$ cat src/rtl/dmpes_pkg.sv
`default_nettype none

package dmpes_pkg;

  // Pin bits of the three half-bridges.
  localparam logic [5:0] P_AH = 6'h01;
  localparam logic [5:0] P_AL = 6'h02;
  localparam logic [5:0] P_BH = 6'h04;
  localparam logic [5:0] P_BL = 6'h08;
  localparam logic [5:0] P_CH = 6'h10;
  localparam logic [5:0] P_CL = 6'h20;

  // Motor modes.
  localparam logic [2:0] MODE_NONE = 3'd0;
  localparam logic [2:0] MODE_FWD  = 3'd1;
  localparam logic [2:0] MODE_BWD  = 3'd2;
  localparam logic [2:0] MODE_BRK  = 3'd3;
  localparam logic [2:0] MODE_SL   = 3'd4;
  localparam logic [2:0] MODE_SR   = 3'd5;

  // Request kinds.
  localparam logic REQ_EVENT = 1'b0;
  localparam logic REQ_MODE  = 1'b1;

  // PWM phases.
  localparam logic [1:0] PH_FIRST = 2'd0;
  localparam logic [1:0] PH_SECOND = 2'd1;
  localparam logic [1:0] PH_OVF = 2'd2;
  localparam logic [1:0] PH_BAD = 2'd3;

  // Register indexes.
  localparam logic [1:0] REG_EDGE_A = 2'd0;
  localparam logic [1:0] REG_EDGE_B = 2'd1;
  localparam logic [1:0] REG_PERIOD = 2'd2;
  localparam logic [1:0] REG_THRESH = 2'd3;

  localparam logic [15:0] MIN_PHASE     = 16'd10;
  localparam logic [6:0]  REFRESH_LIMIT = 7'd100;
  localparam logic [7:0]  SWITCH_WAIT   = 8'd200;
  localparam logic [7:0]  SPIN_WAIT     = 8'd10;

  localparam int TIMER_BITS_DEF = 16;
  localparam int NC_W = 16;

  typedef struct packed {
    logic [15:0] edge_a;
    logic [15:0] edge_b;
    logic [15:0] period;
    logic [15:0] thresh;
  } cfg_t;

  // Snapshot list as it is built: current pins plus up to four snapshots.
  typedef struct packed {
    logic [5:0]       ps;
    logic [3:0][5:0]  pins;
    logic [3:0][7:0]  wt;
    logic [1:0]       top;
  } work_t;

  // Snapshot list handed to the output buffer.
  typedef struct packed {
    logic [3:0][5:0]  pins;
    logic [3:0][7:0]  wt;
    logic [1:0]       top;
    logic             is_event;
    logic [15:0]      cmp;
  } res_t;

  function automatic work_t snap_clr(work_t s, logic [5:0] m);
    s.ps = s.ps & ~m;
    s.pins[s.top] = s.ps;
    return s;
  endfunction

  function automatic work_t snap_set(work_t s, logic [5:0] m);
    s.ps = s.ps | m;
    s.pins[s.top] = s.ps;
    return s;
  endfunction

  // A wait opens a new snapshot, as long as there is room for one.
  function automatic work_t snap_pause(work_t s, logic [7:0] us);
    if (s.top != 2'd3) begin
      s.top = s.top + 2'd1;
      s.pins[s.top] = s.ps;
      s.wt[s.top] = us;
    end
    return s;
  endfunction

  function automatic work_t edge_a_act(work_t s, logic [2:0] mode);
    case (mode)
      MODE_FWD: s = snap_clr(s, P_CH);
      MODE_BWD: s = snap_clr(s, P_CL);
      MODE_SL: begin
        s = snap_clr(s, P_BH);
        s = snap_pause(s, SPIN_WAIT);
        s = snap_set(s, P_BL);
      end
      MODE_SR: begin
        s = snap_clr(s, P_BL);
        s = snap_pause(s, SPIN_WAIT);
        s = snap_set(s, P_BH);
      end
      default: s = s;
    endcase
    return s;
  endfunction

  function automatic work_t edge_b_act(work_t s, logic [2:0] mode);
    case (mode)
      MODE_FWD: s = snap_clr(s, P_AH);
      MODE_BWD: s = snap_clr(s, P_AL);
      MODE_SL:  s = snap_clr(s, P_CH);
      MODE_SR:  s = snap_clr(s, P_CL);
      default:  s = s;
    endcase
    return s;
  endfunction

  // Pin changes at the period overflow, before any refresh drop.
  function automatic work_t ovf_act(work_t s, logic [2:0] mode);
    case (mode)
      MODE_BWD: s = snap_set(s, P_AL | P_BH | P_CL);
      MODE_FWD: s = snap_set(s, P_AH | P_BL | P_CH);
      MODE_SL: begin
        s = snap_set(s, P_AL);
        s = snap_clr(s, P_BL);
        s = snap_pause(s, SPIN_WAIT);
        s = snap_set(s, P_BH | P_CH);
      end
      MODE_SR: begin
        s = snap_set(s, P_AH);
        s = snap_clr(s, P_BH);
        s = snap_pause(s, SPIN_WAIT);
        s = snap_set(s, P_BL | P_CL);
      end
      default: s = s;
    endcase
    return s;
  endfunction

  // High-side drivers dropped by a charge-pump refresh.
  function automatic logic [5:0] drop_mask(logic [2:0] mode);
    logic [5:0] m;
    case (mode)
      MODE_BWD: m = P_BH;
      MODE_FWD: m = P_AH | P_CH;
      MODE_SL:  m = P_BH | P_CH;
      MODE_SR:  m = P_BH | P_CH;
      default:  m = '0;
    endcase
    return m;
  endfunction

  // Dead-time switch sequence for a mode change.
  function automatic work_t mode_seq(work_t s, logic [2:0] m);
    case (m)
      MODE_FWD: begin
        s = snap_clr(s, P_AL | P_BH | P_CL);
        s = snap_pause(s, SWITCH_WAIT);
        s = snap_set(s, P_BL);
        s = snap_pause(s, SWITCH_WAIT);
        s = snap_set(s, P_AH);
        s = snap_pause(s, SWITCH_WAIT);
        s = snap_set(s, P_CH);
      end
      MODE_BWD: begin
        s = snap_clr(s, P_AH | P_BL | P_CH);
        s = snap_pause(s, SWITCH_WAIT);
        s = snap_set(s, P_BH);
        s = snap_pause(s, SWITCH_WAIT);
        s = snap_set(s, P_AL);
        s = snap_pause(s, SWITCH_WAIT);
        s = snap_set(s, P_CL);
      end
      MODE_BRK: begin
        s = snap_clr(s, P_AH | P_BH | P_CH);
        s = snap_pause(s, SWITCH_WAIT);
        s = snap_set(s, P_AL | P_BL | P_CL);
      end
      MODE_SL: begin
        s = snap_clr(s, P_AH | P_BL | P_BH | P_CL);
        s = snap_pause(s, SWITCH_WAIT);
        s = snap_set(s, P_AL);
        s = snap_pause(s, SWITCH_WAIT);
        s = snap_set(s, P_CH);
      end
      default: begin
        s = snap_clr(s, P_AL | P_BL | P_BH | P_CH);
        s = snap_pause(s, SWITCH_WAIT);
        s = snap_set(s, P_AH);
        s = snap_pause(s, SWITCH_WAIT);
        s = snap_set(s, P_CL);
      end
    endcase
    return s;
  endfunction

endpackage

`default_nettype wire

$ cat src/rtl/dmpes_in_stage.sv
`default_nettype none

module dmpes_in_stage
  import dmpes_pkg::*;
(
  input  wire logic       clk,
  input  wire logic       rst_n,
  input  wire logic       in_tvalid,
  output logic            in_tready,
  input  wire logic       in_type,
  input  wire logic [2:0] in_mode,
  input  wire logic       consume,
  output logic            valid,
  output logic            req_type,
  output logic [2:0]      new_mode
);

  logic       v_r;
  logic       type_r;
  logic [2:0] mode_r;

  // The register takes a new word whenever it is empty or being drained.
  assign in_tready = !v_r || consume;

  always_ff @(posedge clk) begin
    if (!rst_n) begin
      v_r <= 1'b0;
    end else if (in_tvalid && in_tready) begin
      v_r <= 1'b1;
    end else if (consume) begin
      v_r <= 1'b0;
    end
  end

  always_ff @(posedge clk) begin
    if (in_tvalid && in_tready) begin
      type_r <= in_type;
      mode_r <= in_mode;
    end
  end

  assign valid    = v_r;
  assign req_type = type_r;
  assign new_mode = mode_r;

endmodule

`default_nettype wire

$ cat src/rtl/dmpes_engine.sv
`default_nettype none

module dmpes_engine
  import dmpes_pkg::*;
#(
  parameter int TIMER_BITS = TIMER_BITS_DEF
) (
  input  wire logic       clk,
  input  wire logic       rst_n,
  input  wire cfg_t       cfg,
  input  wire logic       fire,
  input  wire logic       req_type,
  input  wire logic [2:0] new_mode,
  output logic            produce,
  output res_t            res
);

  logic [2:0]            mode_r, mode_nxt;
  logic [1:0]            phase_r, phase_nxt;
  logic [6:0]            rc_r, rc_nxt;
  logic [TIMER_BITS-1:0] cp_r, cp_nxt;
  logic [5:0]            pin_r;

  work_t       s;
  logic        a_first;
  logic [15:0] lo;
  logic [15:0] hi;
  logic [15:0] dur;
  logic [1:0]  ph;

  // Build the whole snapshot list for the word in the input register.
  always_comb begin
    s         = '0;
    s.ps      = pin_r;
    s.pins[0] = pin_r;
    mode_nxt  = mode_r;
    phase_nxt = phase_r;
    rc_nxt    = rc_r;
    cp_nxt    = cp_r;
    produce   = 1'b0;
    a_first   = cfg.edge_a < cfg.edge_b;
    lo        = a_first ? cfg.edge_a : cfg.edge_b;
    hi        = a_first ? cfg.edge_b : cfg.edge_a;
    dur       = '0;
    ph        = (phase_r == PH_BAD) ? PH_FIRST : phase_r;

    if (req_type == REQ_EVENT) begin
      produce = 1'b1;
      // Earlier edge; a short gap folds the next phase into this event.
      if (ph == PH_FIRST) begin
        s = a_first ? edge_a_act(s, mode_r) : edge_b_act(s, mode_r);
        dur = hi - lo;
        if (dur < MIN_PHASE) begin
          ph = PH_SECOND;
        end
      end
      // Later edge.
      if (ph == PH_SECOND) begin
        s = a_first ? edge_b_act(s, mode_r) : edge_a_act(s, mode_r);
        dur = (cfg.period > hi) ? cfg.period - hi : '0;
        if (dur < MIN_PHASE) begin
          ph = PH_OVF;
        end
      end
      // Period overflow with the charge-pump refresh count.
      if (ph == PH_OVF) begin
        s = ovf_act(s, mode_r);
        if (mode_r == MODE_FWD || mode_r == MODE_BWD ||
            mode_r == MODE_SL || mode_r == MODE_SR) begin
          if (cfg.edge_a >= cfg.thresh || cfg.edge_b >= cfg.thresh) begin
            rc_nxt = rc_r + 7'd1;
            if (rc_nxt > REFRESH_LIMIT) begin
              s = snap_clr(s, drop_mask(mode_r));
              rc_nxt = '0;
            end
          end
        end
        dur = (lo < MIN_PHASE) ? MIN_PHASE : lo;
        ph = PH_FIRST;
      end else begin
        ph = ph + 2'd1;
      end
      phase_nxt = ph;
      cp_nxt = cp_r + TIMER_BITS'(dur);
    end else begin
      // Mode command: only a valid new mode runs a sequence.
      if ((new_mode inside {[MODE_FWD:MODE_SR]}) && new_mode != mode_r) begin
        produce  = 1'b1;
        s        = mode_seq(s, new_mode);
        mode_nxt = new_mode;
      end
    end

    res.pins     = s.pins;
    res.wt       = s.wt;
    res.top      = s.top;
    res.is_event = (req_type == REQ_EVENT);
    res.cmp      = NC_W'(cp_nxt);
  end

  always_ff @(posedge clk) begin
    if (!rst_n) begin
      mode_r  <= MODE_NONE;
      phase_r <= PH_FIRST;
      rc_r    <= '0;
      cp_r    <= '0;
      pin_r   <= '0;
    end else if (fire) begin
      mode_r  <= mode_nxt;
      phase_r <= phase_nxt;
      rc_r    <= rc_nxt;
      cp_r    <= cp_nxt;
      pin_r   <= s.ps;
    end
  end

endmodule

`default_nettype wire

$ cat src/rtl/dmpes_out_buf.sv
`default_nettype none

module dmpes_out_buf
  import dmpes_pkg::*;
(
  input  wire logic   clk,
  input  wire logic   rst_n,
  input  wire logic   load,
  input  wire res_t   res,
  output logic        free,
  output logic        out_tvalid,
  input  wire logic   out_tready,
  output logic [5:0]  pin_drive,
  output logic [7:0]  wait_us,
  output logic [15:0] next_compare,
  output logic        compare_valid,
  output logic        last_result
);

  logic            v_r;
  logic [1:0]      idx_r;
  logic [3:0][5:0] pins_r;
  logic [3:0][7:0] wt_r;
  logic [1:0]      top_r;
  logic            ev_r;
  logic [15:0]     cmp_r;

  assign last_result   = (idx_r == top_r);
  assign compare_valid = last_result && ev_r;
  assign pin_drive     = pins_r[idx_r];
  assign wait_us       = wt_r[idx_r];
  assign next_compare  = compare_valid ? cmp_r : '0;
  assign out_tvalid    = v_r;

  // Free for a new list once the last word of the current one goes out.
  assign free = !v_r || (out_tready && last_result);

  always_ff @(posedge clk) begin
    if (!rst_n) begin
      v_r   <= 1'b0;
      idx_r <= '0;
    end else if (load) begin
      v_r   <= 1'b1;
      idx_r <= '0;
    end else if (v_r && out_tready) begin
      if (last_result) begin
        v_r <= 1'b0;
      end else begin
        idx_r <= idx_r + 2'd1;
      end
    end
  end

  always_ff @(posedge clk) begin
    if (load) begin
      pins_r <= res.pins;
      wt_r   <= res.wt;
      top_r  <= res.top;
      ev_r   <= res.is_event;
      cmp_r  <= res.cmp;
    end
  end

endmodule

`default_nettype wire

$ cat src/rtl/dual_motor_pwm_edge_sequencer.sv
`default_nettype none

// Drives two brushed motors from three half-bridges with a shared middle leg.
// An input word is either a compare-match event (tuser 0) or a mode command
// (tuser 1, mode in tdata). Each word yields one to four pin snapshots on the
// output, the last one flagged by tlast; on events the last snapshot also
// carries the next compare point and sets tuser. A command that repeats the
// current mode, or names no mode, yields nothing. The whole snapshot list is
// computed combinationally from the input register and held in an output buffer
// that sends one word per cycle while out_tready is high. Events yield one to
// three snapshots, mode changes up to four. A new input word is taken while the
// previous list drains.
// Registers at byte addresses 0, 4, 8, 12: edge A point, edge B point,
// PWM period, refresh threshold, all 16 bits.
module dual_motor_pwm_edge_sequencer
  import dmpes_pkg::*;
#(
  parameter int TIMER_BITS = TIMER_BITS_DEF
) (
  input  wire logic        clk,
  input  wire logic        rst_n,
  input  wire logic        in_tvalid,
  output logic             in_tready,
  input  wire logic [7:0]  in_tdata,    // [2:0] new_mode, rest zero
  input  wire logic        in_tuser,    // [0] req_type
  output logic             out_tvalid,
  input  wire logic        out_tready,
  output logic [31:0]      out_tdata,   // [5:0] pin_drive, [13:6] wait_us,
                                        // [29:14] next_compare, rest zero
  output logic             out_tuser,   // [0] compare_valid
  output logic             out_tlast,
  input  wire logic        cfg_psel,
  input  wire logic        cfg_penable,
  input  wire logic        cfg_pwrite,
  input  wire logic [3:0]  cfg_paddr,
  input  wire logic [31:0] cfg_pwdata,
  output logic [31:0]      cfg_prdata,
  output logic             cfg_pready
);

  cfg_t        cfg_r;
  logic        st_valid;
  logic        st_type;
  logic [2:0]  st_mode;
  logic        consume;
  logic        produce;
  logic        free;
  res_t        res;
  logic [5:0]  pin_drive;
  logic [7:0]  wait_us;
  logic [15:0] next_compare;
  logic        compare_valid;
  logic        last_result;

  // Configuration registers.
  assign cfg_pready = 1'b1;

  always_ff @(posedge clk) begin
    if (!rst_n) begin
      cfg_r.edge_a <= 16'd500;
      cfg_r.edge_b <= 16'd4000;
      cfg_r.period <= 16'd8192;
      cfg_r.thresh <= 16'd7373;
    end else if (cfg_psel && cfg_penable && cfg_pwrite && cfg_pready) begin
      case (cfg_paddr[3:2])
        REG_EDGE_A: cfg_r.edge_a <= cfg_pwdata[15:0];
        REG_EDGE_B: cfg_r.edge_b <= cfg_pwdata[15:0];
        REG_PERIOD: cfg_r.period <= cfg_pwdata[15:0];
        REG_THRESH: cfg_r.thresh <= cfg_pwdata[15:0];
        default: cfg_r <= cfg_r;
      endcase
    end
  end

  always_comb begin
    case (cfg_paddr[3:2])
      REG_EDGE_A: cfg_prdata = {16'd0, cfg_r.edge_a};
      REG_EDGE_B: cfg_prdata = {16'd0, cfg_r.edge_b};
      REG_PERIOD: cfg_prdata = {16'd0, cfg_r.period};
      REG_THRESH: cfg_prdata = {16'd0, cfg_r.thresh};
      default:    cfg_prdata = '0;
    endcase
  end

  // The registered word is processed once the output buffer can take its list.
  assign consume = st_valid && free;

  dmpes_in_stage u_in (
    .clk       (clk),
    .rst_n     (rst_n),
    .in_tvalid (in_tvalid),
    .in_tready (in_tready),
    .in_type   (in_tuser),
    .in_mode   (in_tdata[2:0]),
    .consume   (consume),
    .valid     (st_valid),
    .req_type  (st_type),
    .new_mode  (st_mode)
  );

  dmpes_engine #(
    .TIMER_BITS (TIMER_BITS)
  ) u_engine (
    .clk      (clk),
    .rst_n    (rst_n),
    .cfg      (cfg_r),
    .fire     (consume),
    .req_type (st_type),
    .new_mode (st_mode),
    .produce  (produce),
    .res      (res)
  );

  dmpes_out_buf u_out (
    .clk           (clk),
    .rst_n         (rst_n),
    .load          (consume && produce),
    .res           (res),
    .free          (free),
    .out_tvalid    (out_tvalid),
    .out_tready    (out_tready),
    .pin_drive     (pin_drive),
    .wait_us       (wait_us),
    .next_compare  (next_compare),
    .compare_valid (compare_valid),
    .last_result   (last_result)
  );

  assign out_tdata = {2'b00, next_compare, wait_us, pin_drive};
  assign out_tuser = compare_valid;
  assign out_tlast = last_result;

endmodule

`default_nettype wire

$ cat config.mk
export PLATFORM = sky130hd
export DESIGN_NAME = dual_motor_pwm_edge_sequencer
export DESIGN_NICKNAME = d
export VERILOG_FILES = /design/src/rtl/dmpes_pkg.sv /design/src/rtl/dmpes_in_stage.sv /design/src/rtl/dmpes_engine.sv /design/src/rtl/dmpes_out_buf.sv /design/src/rtl/dual_motor_pwm_edge_sequencer.sv
export SDC_FILE = /design/constraint.sdc
export NUM_CORES = 1
export LEC_CHECK = 0
export ABC_AREA = 1
export BUFFER_PORTS_ARGS = -buffer_cell sky130_fd_sc_hd__buf_4
export CELL_PAD_IN_SITES_DETAIL_PLACEMENT = 1
export CELL_PAD_IN_SITES_GLOBAL_PLACEMENT = 2
export CORE_MARGIN = 2
export CORE_UTILIZATION = 30
export CTS_CLUSTER_DIAMETER = 120
export CTS_CLUSTER_SIZE = 8
export DETAILED_ROUTE_END_ITERATION = 16
export PLACE_DENSITY_LB_ADDON = 0.1
export SLEW_MARGIN = 15
export SYNTH_ARGS = -nofsm -noshare
export SYNTH_HDL_FRONTEND = slang
export SYNTH_SLANG_ARGS = --single-unit
$ cat constraint.sdc
create_clock -name clk -period 8.5 [get_ports clk]
set_input_delay 0.425 -clock clk [delete_from_list [all_inputs] [get_ports clk]]
set_output_delay 0.425 -clock clk [all_outputs]
set_load 0.01 [all_outputs]
==> flow_metrics.tcl <==
set metrics [dict create \
    status "complete, no violations" \
    cp_common_cell "nand2_1" \
    avgViaCountPerCell 4.94 \
    clock_power_share_pct 37.5 \
    min_period_over_period_pct 91.1 \
    cp_slowest_cell "dfxtp_1" \
    clock_path_buffers 2 \
    grt_use_met3_pct 3.04 \
    port_buffers 74 \
    routed_wl_mm 43.2 \
    grt_pass1_vias 11900 \
    placedInstanceArea_sq_um 13100 \
    use_met1_pct 27.9 \
    synthTopCellsByArea "dfxtp_1 17%, edfxtp_1 14%, nand2_1 12%, o21ai_0 8.7%, ha_1 8.6%" \
    whs_ns 0.119 \
    netlist.area_leader.share_pct 16.8 \
    antenna_found_initial 0 \
    grt.total_usage_pct 21.1 \
    grt-ovfl-total 0 \
    yosysSeqAreaShare_pct 30.7 \
    worst_clock_skew_ns 0.0103 \
    die_w_um 205 \
    die_height_um 205 \
    critPathMaxFanout 8 \
    drcViolationCount 0 \
    dieArea_sq_um 42100 \
    worst_pin_slew_ns 1.07 \
    ys_ff_latch 158 \
    cts_tree "yes" \
    syn_area_per_cell_sq_um 6.70 \
    p_int_mw 1.49 \
    yosysWarningCount 0 \
    crit_path_max_incr_delay_ns 0.41 \
    synth_area_leader_cell "dfxtp_1" \
    core-area_sq_um 39800 \
    nNetsFinal 2004 \
    grt_max_degree 87 \
    vias 11900 \
    finish.instance_area_sq_um 13800 \
    cts_buffers 17 \
    slew_headroom_pct 27.9 \
    synthArstFlopShare_pct 0 \
    fmax_ghz 0.129 \
    dp_hpwl_mm 34.2 \
    synth_flop_cell "dfxtp_1" \
    clkLatencyLatePin_ns 0.48 \
    synth_area_sq_um 12100 \
    path_delay_family "compound AO/OA/AOI/OAI gates" \
    drive_above_1_share_pct 10.0 \
    cts_root_buf "clkbuf_16" \
    top_level_ports 121 \
    fillerInstances 5113 \
    synth.most_common_cell "nand2_1" \
    drt_iter0_drc 520 \
    gp_congestion 0.841 \
    hold_viol 0 \
    clk_pin_slew_ns 0.07 \
    required_ns 8.72 \
    end_kind "register" \
    use_met2_pct 35.9 \
    cts_sinks 158 \
    placed_cells 2372 \
    busiest_layer "met2" \
    insertedDiodeCount 0 \
    area_delta_synth_final_pct 14.0 \
    syn_inst 1811 \
    instances_no_fill 2405 \
    finalSetupViolations 0 \
    swShare_pct 33.8 \
    crit_type "register to register" \
    seqPwrFrac_pct 37.7 \
    yosys-top-cells-count "384 x nand2_1, 238 x inv_1, 210 x o21ai_0" \
    crit_arrival_ns 7.96 \
    detail-route-antenna-nets 0 \
    critPathBufInv 8 \
    slew_viol_final 0 \
    drv_cap 0 \
    dr.pass1.iters 5 \
    period_needed_ns 7.74 \
    p_sw_mw 0.763 \
    power.density_nw_per_um2 163 \
    h-tree-depth 4 \
    start_util_pct 30.5 \
    combPwrFrac_pct 24.9 \
    synth_cell_types 55 \
    critPathLaunchType "register" \
    rows 73 \
    synth_edf_count 56 \
    grt_pass1_wl_mm 68.0 \
    leakage_nw 6.47 \
    wire_per_inst_um 17.9 \
    hold_path_class "input pin to register" \
    ir_worst_vdd_mv 0.141 \
]
## state kept, by name (all words and copies together), names as in the netlist, 6 cells and up
name and count:
cfg_r 64, u_out.pins_r 24, u_engine.cp_r 16, u_out.cmp_r 16, u_out.wt_r 9, u_engine.rc_r 7, u_engine.pin_r 6
## per-layer routing
| metal | share of wire (%) | wire length, um |
|---|---|---|
| met4 | 1.3 | 569 |
| met5 | 0 | 0 |
| met1 | 49 | 20900 |
| met3 | 2.5 | 1100 |
| met2 | 48 | 20600 |
## layout make-up
class | count | area [sq um] | area share [%]
clock buffers | 18 | 439 | 3.18
clock inverters | 14 | 198 | 1.43
inverters | 257 | 966 | 6.98
multi-input cells | 1331 | 7070 | 51.1
flip-flops and latches | 158 | 3720 | 26.9
well taps | 525 | 657 | 4.75
repair buffers | 102 | 778 | 5.63
## stage by stage
stage | TNS [ns] | setup slack, ns | util, % | total power [mW]
finish | 0 | 0.755 | 34.7 | 2.26
global route | -0.00320 | -0.00320 | 34.7 | 2.39
CTS | 0 | 0.353 | 34.6 | 2.29
detailed placement | 0 | 0.387 | 33.0 | 1.43
global placement | 0 | 0.547 | 33.0 | 1.42
floorplan | 0 | 1.77 | - | 1.25
## layout by cell type, fill, tap and decap left out, types with 8 or more instances in the layout
cell,n
buf_4,101
nor3_1,14
inv_1,238
a31oi_1,10
inv_2,15
ha_1,82
conb_1,25
nor2_1,178
clkbuf_16,17
nand3_1,101
xor2_1,14
o21ai_1,29
o21ai_0,204
nand4_1,14
a21oi_1,138
edfxtp_1,56
dfxtp_1,102
nand2_1,383
o211ai_1,27
o22ai_1,9
xnor2_1,8
nand2_2,9
## power groups by stage
stage	clock network, mW	registers, mW	logic (mW)
floorplan	0	0.856	0.391
global placement	0	0.865	0.554
detailed placement	0	0.866	0.562
CTS	0.876	0.849	0.564
global route	0.900	0.853	0.640
finish	0.845	0.849	0.561
## repair_timing
action                                  in CTS  in global routing
hold endpoints to repair                     0                  0
hold buffers                                 0                  0
resized for setup                            0                 14
endpoints found under the setup margin       0                  7
setup buffers                                0                  1
## kinds of logic (layout without fill, tap and decap cells)
group | Yosys count | in the layout | share of synthesized area [%]
and+or+nand+nor | 727 | 727 | 25.1
AOI/OAI and AO/OA | 472 | 472 | 21.6
buffers and inverters | 345 | 391 | 12.0
DFF | 158 | 158 | 30.7
adders and majority gates | 85 | 85 | 8.89
xor gates and xnor gates | 22 | 22 | 1.59
other | 2 | 25 | 0.0619
## worst reg2reg max path, delay by kind of cell (launching register included)
kind	cells	cell delay, ns
AO/OA/AOI/OAI	17	2.25
AND/OR/NAND/NOR	21	2.18
adder cells (fa/ha/maj)	5	1.65
buffers and inverters	8	0.82
flip-flops	1	0.41
XOR/XNOR	1	0.15
## worst paths after layout
kind / cells past startpoint / slack [ns] / end / startpoint
max: 52 / 0.76 / u_out.cmp_r[14] / cfg_r[46]
min: 1 / 0.12 / u_in.new_mode[1] / in_tdata[1]
max reg2reg: 52 / 0.76 / u_out.cmp_r[14] / cfg_r[46]
min reg2reg: 2 / 0.49 / u_engine.rc_r[4] / u_engine.rc_r[4]
(Power assumes the default switching activity.)
